[config.mk]
export PLATFORM = sky130hd
export DESIGN_NAME = sorted_min_median_max_flat
export DESIGN_NICKNAME = d
export VERILOG_FILES = /design/src/hdl/smmm_pkg.sv /design/src/hdl/smmm_if.sv /design/src/hdl/smmm_ram.sv /design/src/hdl/sorted_min_median_max.sv /design/src/flat_wrapper.sv
export SDC_FILE = /design/constraint.sdc
export NUM_CORES = 2
export LEC_CHECK = 0
export BUFFER_PORTS_ARGS = -buffer_cell sky130_fd_sc_hd__buf_4
export CAP_MARGIN = 20
export CORE_AREA = 3 3 427 429
export CTS_CLUSTER_DIAMETER = 200
export DETAILED_ROUTE_END_ITERATION = 7
export DIE_AREA = 0 0 430 432
export PLACE_DENSITY = 0.67
export REMOVE_ABC_BUFFERS = 1
export SLEW_MARGIN = 20
export SYNTH_ARGS = -nofsm -noshare
export SYNTH_HDL_FRONTEND = slang
export SYNTH_SLANG_ARGS = --single-unit
export TNS_END_PERCENT = 1
[constraint.sdc]
create_clock -name clk_i -period 5.2 [get_ports clk_i]
set_clock_uncertainty 0.15 [all_clocks]
set_input_delay 0.26 -clock clk_i [delete_from_list [all_inputs] [get_ports clk_i]]
set_output_delay 0.26 -clock clk_i [all_outputs]
set_load 0.02 [all_outputs]
[src/hdl/smmm_pkg.sv]
// ============================================================================
// smmm_pkg: shared definitions for the min/median/max sorting block
// Sizes of the sample store and the state encoding of the sequencer.
// ============================================================================
package smmm_pkg;

  localparam int unsigned MAX_SAMPLES = 64;
  localparam int unsigned SAMPLE_W    = 32;
  localparam int unsigned ADDR_W      = $clog2(MAX_SAMPLES);
  localparam int unsigned CNT_W       = $clog2(MAX_SAMPLES + 1);
  localparam int unsigned COUNT_OUT_W = 7;

  typedef logic [SAMPLE_W-1:0]    sample_t;
  typedef logic [ADDR_W-1:0]      addr_t;
  typedef logic [CNT_W-1:0]       cnt_t;
  typedef logic [COUNT_OUT_W-1:0] count_out_t;

  typedef enum logic [3:0] {
    ST_LOAD,
    ST_FETCH,
    ST_ISSUE,
    ST_SCAN,
    ST_WB,
    ST_RMIN,
    ST_RMED,
    ST_RMAX,
    ST_RDONE,
    ST_OUT
  } state_e;

endpackage

[src/hdl/smmm_if.sv]
// ============================================================================
// smmm_if: valid/ready channels of the min/median/max sorting block
// One interface for the sample requests and one for the result requests.
// ============================================================================
interface smmm_in_if;
  import smmm_pkg::*;

  logic    valid;
  logic    ready;
  sample_t sample;
  logic    last;
  logic    no_sample;

  modport source (output valid, output sample, output last, output no_sample, input ready);
  modport sink   (input valid, input sample, input last, input no_sample, output ready);
endinterface

interface smmm_out_if;
  import smmm_pkg::*;

  logic       valid;
  logic       ready;
  sample_t    minimum;
  sample_t    median;
  sample_t    maximum;
  count_out_t sample_count;
  logic       empty_set;
  logic       overflowed;

  modport source (output valid, output minimum, output median, output maximum,
                  output sample_count, output empty_set, output overflowed, input ready);
  modport sink   (input valid, input minimum, input median, input maximum,
                  input sample_count, input empty_set, input overflowed, output ready);
endinterface

[src/hdl/smmm_ram.sv]
// ============================================================================
// smmm_ram: generic single-write, single-read memory
// One write port and one read port with registered read data.
// ============================================================================
module smmm_ram #(
  parameter int unsigned WIDTH = 32,
  parameter int unsigned DEPTH = 64
) (
  input  logic                     clk_i,
  input  logic                     we_i,
  input  logic [$clog2(DEPTH)-1:0] waddr_i,
  input  logic [WIDTH-1:0]         wdata_i,
  input  logic [$clog2(DEPTH)-1:0] raddr_i,
  output logic [WIDTH-1:0]         rdata_o
);

  logic [WIDTH-1:0] mem_q [DEPTH];
  logic [WIDTH-1:0] rdata_q;

  always_ff @(posedge clk_i) begin
    if (we_i) begin
      mem_q[waddr_i] <= wdata_i;
    end
    rdata_q <= mem_q[raddr_i];
  end

  assign rdata_o = rdata_q;

endmodule

[src/hdl/sorted_min_median_max.sv]
// ============================================================================
// sorted_min_median_max: minimum, median and maximum of a set of samples
// Samples are loaded one per request, one per cycle, into a 64-entry memory;
// a request with last or no_sample set ends the set. The stored set is then
// sorted in place by one comparator that makes one pass per position but the
// last: the pass holds the current candidate in a register, reads the later
// entries one per cycle and swaps on a smaller value. No request is taken
// while the set is sorted or while the result waits. For a set of n samples,
// the median is the sorted entry at index n/2. Samples past capacity are
// dropped and reported by overflowed; an empty set gives zeros and empty_set.
// ============================================================================
module sorted_min_median_max (
  input  logic clk_i,
  input  logic rst_ni,
  smmm_in_if.sink    in_i,
  smmm_out_if.source out_o
);
  import smmm_pkg::*;

  state_e  state_q, state_d;
  cnt_t    cnt_q, cnt_d;
  logic    ovf_q, ovf_d;
  addr_t   i_q, i_d;
  cnt_t    j_q, j_d;
  addr_t   rj_q, rj_d;
  sample_t cur_q, cur_d;
  sample_t res_min_q, res_min_d;
  sample_t res_med_q, res_med_d;
  sample_t res_max_q, res_max_d;
  logic    res_empty_q, res_empty_d;

  logic    ram_we;
  addr_t   ram_waddr;
  sample_t ram_wdata;
  addr_t   ram_raddr;
  sample_t ram_rdata;

  logic    in_acc;
  cnt_t    n_new;
  cnt_t    cnt_m1;
  cnt_t    cnt_half;
  cnt_t    i_plus2;
  logic    [CNT_W+COUNT_OUT_W-1:0] cnt_ext;

  smmm_ram #(
    .WIDTH (SAMPLE_W),
    .DEPTH (MAX_SAMPLES)
  ) u_store (
    .clk_i   (clk_i),
    .we_i    (ram_we),
    .waddr_i (ram_waddr),
    .wdata_i (ram_wdata),
    .raddr_i (ram_raddr),
    .rdata_o (ram_rdata)
  );

  assign in_acc   = in_i.valid && (state_q == ST_LOAD);
  assign cnt_m1   = cnt_q - cnt_t'(1);
  assign cnt_half = cnt_q >> 1;
  assign i_plus2  = cnt_t'(i_q) + cnt_t'(2);
  assign cnt_ext  = {{COUNT_OUT_W{1'b0}}, cnt_q};

  always_ff @(posedge clk_i or negedge rst_ni) begin
    if (!rst_ni) begin
      state_q <= ST_LOAD;
      cnt_q   <= '0;
      ovf_q   <= 1'b0;
    end else begin
      state_q <= state_d;
      cnt_q   <= cnt_d;
      ovf_q   <= ovf_d;
    end
  end

  always_ff @(posedge clk_i) begin
    i_q         <= i_d;
    j_q         <= j_d;
    rj_q        <= rj_d;
    cur_q       <= cur_d;
    res_min_q   <= res_min_d;
    res_med_q   <= res_med_d;
    res_max_q   <= res_max_d;
    res_empty_q <= res_empty_d;
  end

  always_comb begin
    state_d     = state_q;
    cnt_d       = cnt_q;
    ovf_d       = ovf_q;
    i_d         = i_q;
    j_d         = j_q;
    rj_d        = rj_q;
    cur_d       = cur_q;
    res_min_d   = res_min_q;
    res_med_d   = res_med_q;
    res_max_d   = res_max_q;
    res_empty_d = res_empty_q;
    ram_we      = 1'b0;
    ram_waddr   = rj_q;
    ram_wdata   = cur_q;
    ram_raddr   = '0;
    n_new       = cnt_q;

    unique case (state_q)
      ST_LOAD: begin
        if (in_acc) begin
          if (!in_i.no_sample) begin
            if (cnt_q < cnt_t'(MAX_SAMPLES)) begin
              ram_we    = 1'b1;
              ram_waddr = cnt_q[ADDR_W-1:0];
              ram_wdata = in_i.sample;
              n_new     = cnt_q + cnt_t'(1);
            end else begin
              ovf_d = 1'b1;
            end
          end
          cnt_d = n_new;
          if (in_i.last || in_i.no_sample) begin
            i_d = '0;
            if (n_new == '0) begin
              res_min_d   = '0;
              res_med_d   = '0;
              res_max_d   = '0;
              res_empty_d = 1'b1;
              state_d     = ST_OUT;
            end else if (n_new == cnt_t'(1)) begin
              state_d = ST_RMIN;
            end else begin
              state_d = ST_FETCH;
            end
          end
        end
      end
      ST_FETCH: begin
        ram_raddr = i_q;
        j_d       = cnt_t'(i_q) + cnt_t'(1);
        state_d   = ST_ISSUE;
      end
      ST_ISSUE: begin
        cur_d     = ram_rdata;
        ram_raddr = j_q[ADDR_W-1:0];
        rj_d      = j_q[ADDR_W-1:0];
        j_d       = j_q + cnt_t'(1);
        state_d   = ST_SCAN;
      end
      ST_SCAN: begin
        // A smaller entry takes the candidate's place and becomes the candidate.
        if (ram_rdata < cur_q) begin
          ram_we    = 1'b1;
          ram_waddr = rj_q;
          ram_wdata = cur_q;
          cur_d     = ram_rdata;
        end
        if (j_q < cnt_q) begin
          ram_raddr = j_q[ADDR_W-1:0];
          rj_d      = j_q[ADDR_W-1:0];
          j_d       = j_q + cnt_t'(1);
        end else begin
          state_d = ST_WB;
        end
      end
      ST_WB: begin
        ram_we    = 1'b1;
        ram_waddr = i_q;
        ram_wdata = cur_q;
        i_d       = i_q + addr_t'(1);
        if ((i_plus2 + cnt_t'(1)) < (cnt_q + cnt_t'(1)) && i_plus2 < cnt_q) begin
          state_d = ST_FETCH;
        end else begin
          state_d = ST_RMIN;
        end
      end
      ST_RMIN: begin
        ram_raddr = '0;
        state_d   = ST_RMED;
      end
      ST_RMED: begin
        res_min_d = ram_rdata;
        ram_raddr = cnt_half[ADDR_W-1:0];
        state_d   = ST_RMAX;
      end
      ST_RMAX: begin
        res_med_d = ram_rdata;
        ram_raddr = cnt_m1[ADDR_W-1:0];
        state_d   = ST_RDONE;
      end
      ST_RDONE: begin
        res_max_d   = ram_rdata;
        res_empty_d = 1'b0;
        state_d     = ST_OUT;
      end
      ST_OUT: begin
        if (out_o.ready) begin
          cnt_d   = '0;
          ovf_d   = 1'b0;
          state_d = ST_LOAD;
        end
      end
      default: begin
        state_d = ST_LOAD;
      end
    endcase
  end

  assign in_i.ready         = (state_q == ST_LOAD);
  assign out_o.valid        = (state_q == ST_OUT);
  assign out_o.minimum      = res_min_q;
  assign out_o.median       = res_med_q;
  assign out_o.maximum      = res_max_q;
  assign out_o.sample_count = cnt_ext[COUNT_OUT_W-1:0];
  assign out_o.empty_set    = res_empty_q;
  assign out_o.overflowed   = ovf_q;

  a_cnt_bound : assert property (@(posedge clk_i) disable iff (!rst_ni)
    cnt_q <= cnt_t'(MAX_SAMPLES))
    else $error("stored count exceeds the store depth");

  a_pass_index : assert property (@(posedge clk_i) disable iff (!rst_ni)
    (state_q == ST_FETCH) |-> (i_plus2 <= cnt_q))
    else $error("sort pass started past the last position");

  a_scan_ports : assert property (@(posedge clk_i) disable iff (!rst_ni)
    (state_q == ST_SCAN && ram_we && j_q < cnt_q) |-> (ram_waddr != ram_raddr))
    else $error("scan writes the entry it is reading");

  a_out_clears : assert property (@(posedge clk_i) disable iff (!rst_ni)
    (out_o.valid && out_o.ready) |=> (cnt_q == '0 && !ovf_q && state_q == ST_LOAD))
    else $error("set state not cleared after the result request");

  a_empty_count : assert property (@(posedge clk_i) disable iff (!rst_ni)
    (out_o.valid && out_o.empty_set) |-> (cnt_q == '0))
    else $error("empty result with stored samples");

endmodule
[src/flat_wrapper.sv]
// flat-port wrapper written by rule: the top's interface ports become plain ports
module sorted_min_median_max_flat import smmm_pkg::*;
  (clk_i, rst_ni, in_i_valid, in_i_sample, in_i_last, in_i_no_sample, in_i_ready, out_o_valid, out_o_minimum, out_o_median, out_o_maximum, out_o_sample_count, out_o_empty_set, out_o_overflowed, out_o_ready);
  smmm_in_if in_i_i ();
  smmm_out_if out_o_i ();
  input  logic clk_i;
  input  logic rst_ni;
  input wire logic [$bits(in_i_i.valid)-1:0] in_i_valid;
  input wire logic [$bits(in_i_i.sample)-1:0] in_i_sample;
  input wire logic [$bits(in_i_i.last)-1:0] in_i_last;
  input wire logic [$bits(in_i_i.no_sample)-1:0] in_i_no_sample;
  output wire logic [$bits(in_i_i.ready)-1:0] in_i_ready;
  output wire logic [$bits(out_o_i.valid)-1:0] out_o_valid;
  output wire logic [$bits(out_o_i.minimum)-1:0] out_o_minimum;
  output wire logic [$bits(out_o_i.median)-1:0] out_o_median;
  output wire logic [$bits(out_o_i.maximum)-1:0] out_o_maximum;
  output wire logic [$bits(out_o_i.sample_count)-1:0] out_o_sample_count;
  output wire logic [$bits(out_o_i.empty_set)-1:0] out_o_empty_set;
  output wire logic [$bits(out_o_i.overflowed)-1:0] out_o_overflowed;
  input wire logic [$bits(out_o_i.ready)-1:0] out_o_ready;
  assign in_i_i.valid = in_i_valid;
  assign in_i_i.sample = in_i_sample;
  assign in_i_i.last = in_i_last;
  assign in_i_i.no_sample = in_i_no_sample;
  assign in_i_ready = in_i_i.ready;
  assign out_o_valid = out_o_i.valid;
  assign out_o_minimum = out_o_i.minimum;
  assign out_o_median = out_o_i.median;
  assign out_o_maximum = out_o_i.maximum;
  assign out_o_sample_count = out_o_i.sample_count;
  assign out_o_empty_set = out_o_i.empty_set;
  assign out_o_overflowed = out_o_i.overflowed;
  assign out_o_i.ready = out_o_ready;
  sorted_min_median_max u_core (.clk_i(clk_i), .rst_ni(rst_ni), .in_i(in_i_i), .out_o(out_o_i));
endmodule
[After elaboration in Yosys (flattened, before gate mapping)]
Memory sizes are Yosys's and may differ from the RTL's. A register that Yosys moved wholly into a read port is not among the register bits.
Index checks and enable logic that the tools add are counted.
Storage, ports and cells
  word-level logic and storage cells: 121
  register bits after elaboration: 160
  RAM bits: 2048
  memories kept: 1
  bits of input ports: 38
  output and inout port bits: 107
Memories
  u_core.u_store.mem_q: depth 64, width 32, rd ports 1, clocked after Yosys merged registers in 1, write ports 1, line smmm_ram.sv:17  | logic [WIDTH-1:0] mem_q [DEPTH];
Operators by class
  reductions and logical operators: 22
  muxes and demuxes: 56
  $add $sub $neg: 7
  $lt $le $gt $ge: 5
  equal/unequal tests: 19
Operators by type and width (number)
  $mux 32: 8
  $pmux 32 s2: 4
  $mux 7: 7
  $mux 6: 7
  $pmux 4 s10: 1
  $pmux 6 s2: 3
  $lt 32x32->1: 1
  $pmux 6 s5: 1
  $add 7x1->7 const B: 3
  $lt 7x7->1: 3
  $pmux 7 s3: 1
  $mux 4: 5
  $eq 4x3->1 const B: 4
  $reduce_and 4->1: 4
  $pmux 7 s2: 1
  $mux 1: 13
  $ne 2x1->1 const B: 6
  $reduce_bool 2->1: 6
  $eq 4x2->1 const B: 2
  $eq 4x4->1 const B: 2
  $add 6x1->7 const B: 1
  $add 6x2->7 const B: 1
  $eq 7x1->1 const B: 1
  $logic_not 7->1: 1
  other kinds (15): 23

[Depth between registers and ports, before layout]
  word-level depth: 11
  depth in mapped cells: 17
  mapped depth without buffers: 13

[Modules after synthesis]
Synthesis repeated with hierarchy kept, for this count alone.
Unflattened totals
  cell total of the unflattened synthesis: 4057
  area total of the unflattened synthesis: 86898.3 µm²
Modules (own cells, without submodules)
  smmm_ram: instances 1, area an instance 78512.8 µm², cells an instance 3324, sequential area each 62139.6 µm²
  sorted_min_median_max: instances 1, area an instance 8385.5 µm², cells an instance 733, sequential area each 4744.6 µm²

[Worst setup path before layout]
No wires, ideal clock.
  path type: register to register
  from: register u_core.state_q[1]
  to: memory u_core.u_store.mem_q[10][0], enable pin
  cell stages (with the launch flop): 11
  clock period less this slack: 5.349 ns
  setup slack: -0.149 ns
  arrival time: 4.739 ns
  required time: 4.589 ns
  library setup time: 0.461 ns
  path buffers: 4
  path through: dfrtp_1 buf_2 buf_2 nor4_4 nand2_1 nor3_4 a21oi_1 nor2b_1 clkbuf_1 clkbuf_1 nor3_1
Between the ends
  cells in the longest elaborated chain, start to end: 6
  elaborated cells on any way between the ends: 10
  classes of those cells: 2 x eq/ne; 6 x mux; 2 x reduce/logical
RTL lines
  from (decl): line sorted_min_median_max.sv:20  | state_e state_q, state_d;
  from (signal assigned): line sorted_min_median_max.sv:69  | state_q <= state_d;
  $logic_not 4->1 *
  via in_i_ready: line flat_wrapper.sv:12  | output wire logic [$bits(in_i_i.ready)-1:0] in_i_ready;
  $logic_and 1x1->1: line sorted_min_median_max.sv:57  | assign in_acc = in_i.valid && (state_q == ST_LOAD);
  $mux 1: line sorted_min_median_max.sv:106  | if (in_acc) begin
  $pmux 1 s3: line sorted_min_median_max.sv:104  | unique case (state_q)
  $mux 1: line smmm_ram.sv:21  | if (we_i) begin
  $mux 1 (implied by the code): line smmm_ram.sv:22  | mem_q[waddr_i] <= wdata_i;
  to (decl): line smmm_ram.sv:17
Mark *: on every way through the listed nets, which the timed path passes. The rest lies on a longest branch.

[Worst setup path in the final report]
  from: register u_core.state_q[0]
  to: memory u_core.u_store.mem_q[50][28], enable pin
Between the ends
  cells in the longest elaborated chain, start to end: 6
  elaborated cells on any way between the ends: 10
  classes of those cells: 2 x eq/ne; 6 x mux; 2 x reduce/logical
RTL lines (line)
  $logic_not 4->1: sorted_min_median_max.sv:57, sorted_min_median_max.sv:104
  $logic_and 1x1->1: sorted_min_median_max.sv:57
  $mux 1: sorted_min_median_max.sv:106
  $pmux 1 s3: sorted_min_median_max.sv:104
  $mux 1: smmm_ram.sv:21
  $mux 1 (implied by the code): smmm_ram.sv:22
Several ways; a longest one is shown, not always the timed one.

==> summary.txt <==
Finished Layout Cells - 8954
RSZ-0062 raised after global routing - no
Clock Tree Buf Depth - 3
Yosys cell types - 73
Share of cells above drive strength 1 - 13.0%
Vias - 55800
Hold depth - 3
Worst slew margin - 20.8%
Worst Slack Setup Final - 0.316 ns
First-pass GRT wire length - 373 mm
Syn Inst Count - 6134
Gpl congestion - 0.868
Compound-Gate Fraction of Synth Area - 5.29%
Hold Startpoint - in_i_sample[14]
Initial Utilization - 50.0%
# rows - 155
Routed WL per cell - 29.2 microns
Period utilization - 93.9%
Reg2Reg Setup Slack - 0.32 ns
Die ar. - 186000 sq um
Placed cells - 8515
Number of synthesized flops with an enable pin - 2196
Final min period - 4.88 ns
Outcome - completed
Htree depth - 4
Clock root buffer - clkbuf_16
R2R cell count - 8
Synthesized area per cell - 14.5 sq um
Clock transition at the registers of the reported paths - 0.07 ns
CTS tree - done
Die Ht - 432 microns
Slew @ Worst Pin - 1.18 ns
Final hold violations - 0
Seq cells post-synth - 2240
Fmax - 205 MHz
Detailed Routing Iterations Pass 1 - 6
Pre-CTS setup slack - 0.476 ns
Seq/Total Area, Yosys - 75.0%
Predominant post-synthesis flop cell - edfxtp_1
TritonCTS Sinks - 2240
Synth Area in Simple Gates - 11.2%
# IOs - 145
Fin. max-slew vios - 0
Critical path class - reg -> reg
CTS buffer count - 214
Largest family of logic cells by synthesized area - simple AND/OR/NAND/NOR gates
Nets - 6497
Top-area cell type share of the netlist area - 73.9%
Routed Antenna Nets - 0
Finished Core Util - 57.3%
Post-synth top area cell - edfxtp_1
Most common cell after layout, fill and taps aside - edfxtp_1
Detailed Place HPWL - 152 mm
Routed wire length - 261 mm
Initial antenna violation count - 11
Number of global-route vias before repair - 52100
PortBufs - 144
Mux cell area share after synthesis - 5.17%
Total Routing Usage GR - 27.7%
Die width - 430 microns
Post_cts resized - 0
Most frequent cells in the layout - edfxtp_1 (2196), nand2_1 (1354), mux2i_1 (456)
R2r startpoint - u_core.state_q[0]
Kind of start point of the critical path - register
Req. time, crit path - 5.53 ns
Final setup vio count - 0
HP Class - in -> reg
Synth Area in XOR/XNOR - 0.255%
Total gr overflow - 0
DRC viols - 0
P&R area growth vs syn - 14.7%
Max-cap violations - 0
Worst Hold Path EP - u_core.u_store.mem_q[28][14]
Reg-to-Reg End - u_core.u_store.mem_q[50][28]
Largest cells by area after synthesis - edfxtp_1 (74%), nand2_1 (5.7%), mux2i_1 (5.1%)
Worst Path Arrival - 5.21 ns
DRT iter0 DRCs - 8088
Largest net degree at the start of global routing - 112
CP max FO - 24
Synth async-reset ratio - 0.536%
Worst skew pair latency - 0.85 ns
Post-synthesis adder-cell area fraction - 0.799%
Post-Syn Area - 89200 sq um
Placeable Area - 179000 sq um
Post-DR vias/cell - 6.23
Ys Warns - 0
Crit. End Element - register
[critical path, stage by stage (launching register included)]
cell and delay (ns):
dfrtp_1 0.59, nor4_4 0.54, nand2_1 0.30, nor3_4 0.40, a22oi_1 0.14, o21ai_1 0.35
nand3_1 0.62, nor3_2 0.84, buf_4 0.54
[metal layers]
| metal | vias up | GRT usage, % | part of all wire, % |
|---|---|---|---|
| met5 | - | 0 | 0.0069 |
| met4 | 4 | 11.6 | 4.4 |
| met3 | 506 | 5.69 | 11 |
| met2 | 3418 | 42.5 | 46 |
| met1 | 28100 | 38.8 | 39 |
| li1 | 23800 | - | - |
[kinds of logic (layout without fill, tap and decap cells)]
logic type,count (synthesis),after routing
buf+inv,448,906
mux,460,460
fa+ha+maj,57,57
flops,2240,2240
simple gates,2261,2261
other cells,0,7
xor+xnor,26,26
compound gates,642,642
[worst max-delay path by stage]
stage / to / cells after the start / slack [ns] / startpoint
floorplan: u_core.u_store.rdata_o[21] / 9 / -74.87 / u_core.state_q[3]
global placement: u_core.u_store.rdata_o[14] / 16 / 0.47 / u_core.out_o.sample_count[3]
detailed placement: u_core.u_store.rdata_o[14] / 16 / 0.48 / u_core.out_o.sample_count[4]
CTS: u_core.u_store.rdata_o[14] / 16 / 0.45 / u_core.out_o.sample_count[6]
global route: u_core.u_store.mem_q[50][28] / 8 / 0.02 / u_core.state_q[0]
finish: u_core.u_store.mem_q[50][28] / 8 / 0.32 / u_core.state_q[0]
[final cells by class]
cell class | instances | area (sq um)
Timing Repair Buffer | 438 | 4320
Tap cell | 2355 | 2950
Clock buffer | 269 | 5700
Fill cell | 13500 | 76300
Clock inverter | 137 | 1150
Inverter | 62 | 233
Sequential cell | 2240 | 66900
Multi-Input combinational cell | 3446 | 21100
Antenna cell | 7 | 17.5
[cell usage after synthesis, types with 5 or more instances]
cell / number
edfxtp_1: 2196
nand2_1: 1355
mux2i_1: 456
nand3_1: 450
buf_2: 166
clkbuf_1: 153
nand4_1: 153
a32oi_1: 143
a31oi_1: 97
nor3_1: 80
o21ai_0: 79
o211ai_1: 75
nor2_1: 73
and2_1: 69
inv_1: 62
ha_1: 57
a21oi_1: 53
and3_1: 42
a21o_1: 40
dfxtp_1: 32
buf_1: 30
o2111ai_1: 29
buf_4: 21
a22oi_1: 18
xnor2_1: 18
a41oi_1: 17
a211oi_1: 16
buf_6: 16
a2111oi_0: 13
dfrtp_1: 12
xor2_1: 8
nor2b_1: 7
o21a_1: 7
a221o_1: 6
nand2b_1: 6
a221oi_1: 5
or2_2: 5
[repair_timing]
item | in CTS | in global routing
hold endpoints to repair | 427 | 14
setup buffers | 0 | 0
hold buffers | 24 | 1
[per-stage QoR]
stage	hold WS, ns	setup TNS [ns]	cell area [sq um]
floorplan	-0.186	-5450.48	87400
global placement	-0.0345	0	95200
detailed placement	-0.0341	0	95200
CTS	0.00300	0	102000
global route	0.0181	0	102000
finish	0.0664	0	102000
[flip-flops by register name, summed over array words and instances (netlist names)]
name                       cells
u_core.u_store.mem_q        2048
u_core.cur_q                  32
u_core.out_o.maximum          32
u_core.out_o.median           32
u_core.out_o.minimum          32
u_core.u_store.rdata_o        32
u_core.j_q                     7
u_core.out_o.sample_count      7
u_core.i_q                     6
u_core.rj_q                    6
u_core.state_q                 4
u_core.out_o.empty_set         1
u_core.out_o.overflowed        1
Power is not shown: default switching activity piles up to over one toggle a cycle in this logic, so the estimate is an artifact.
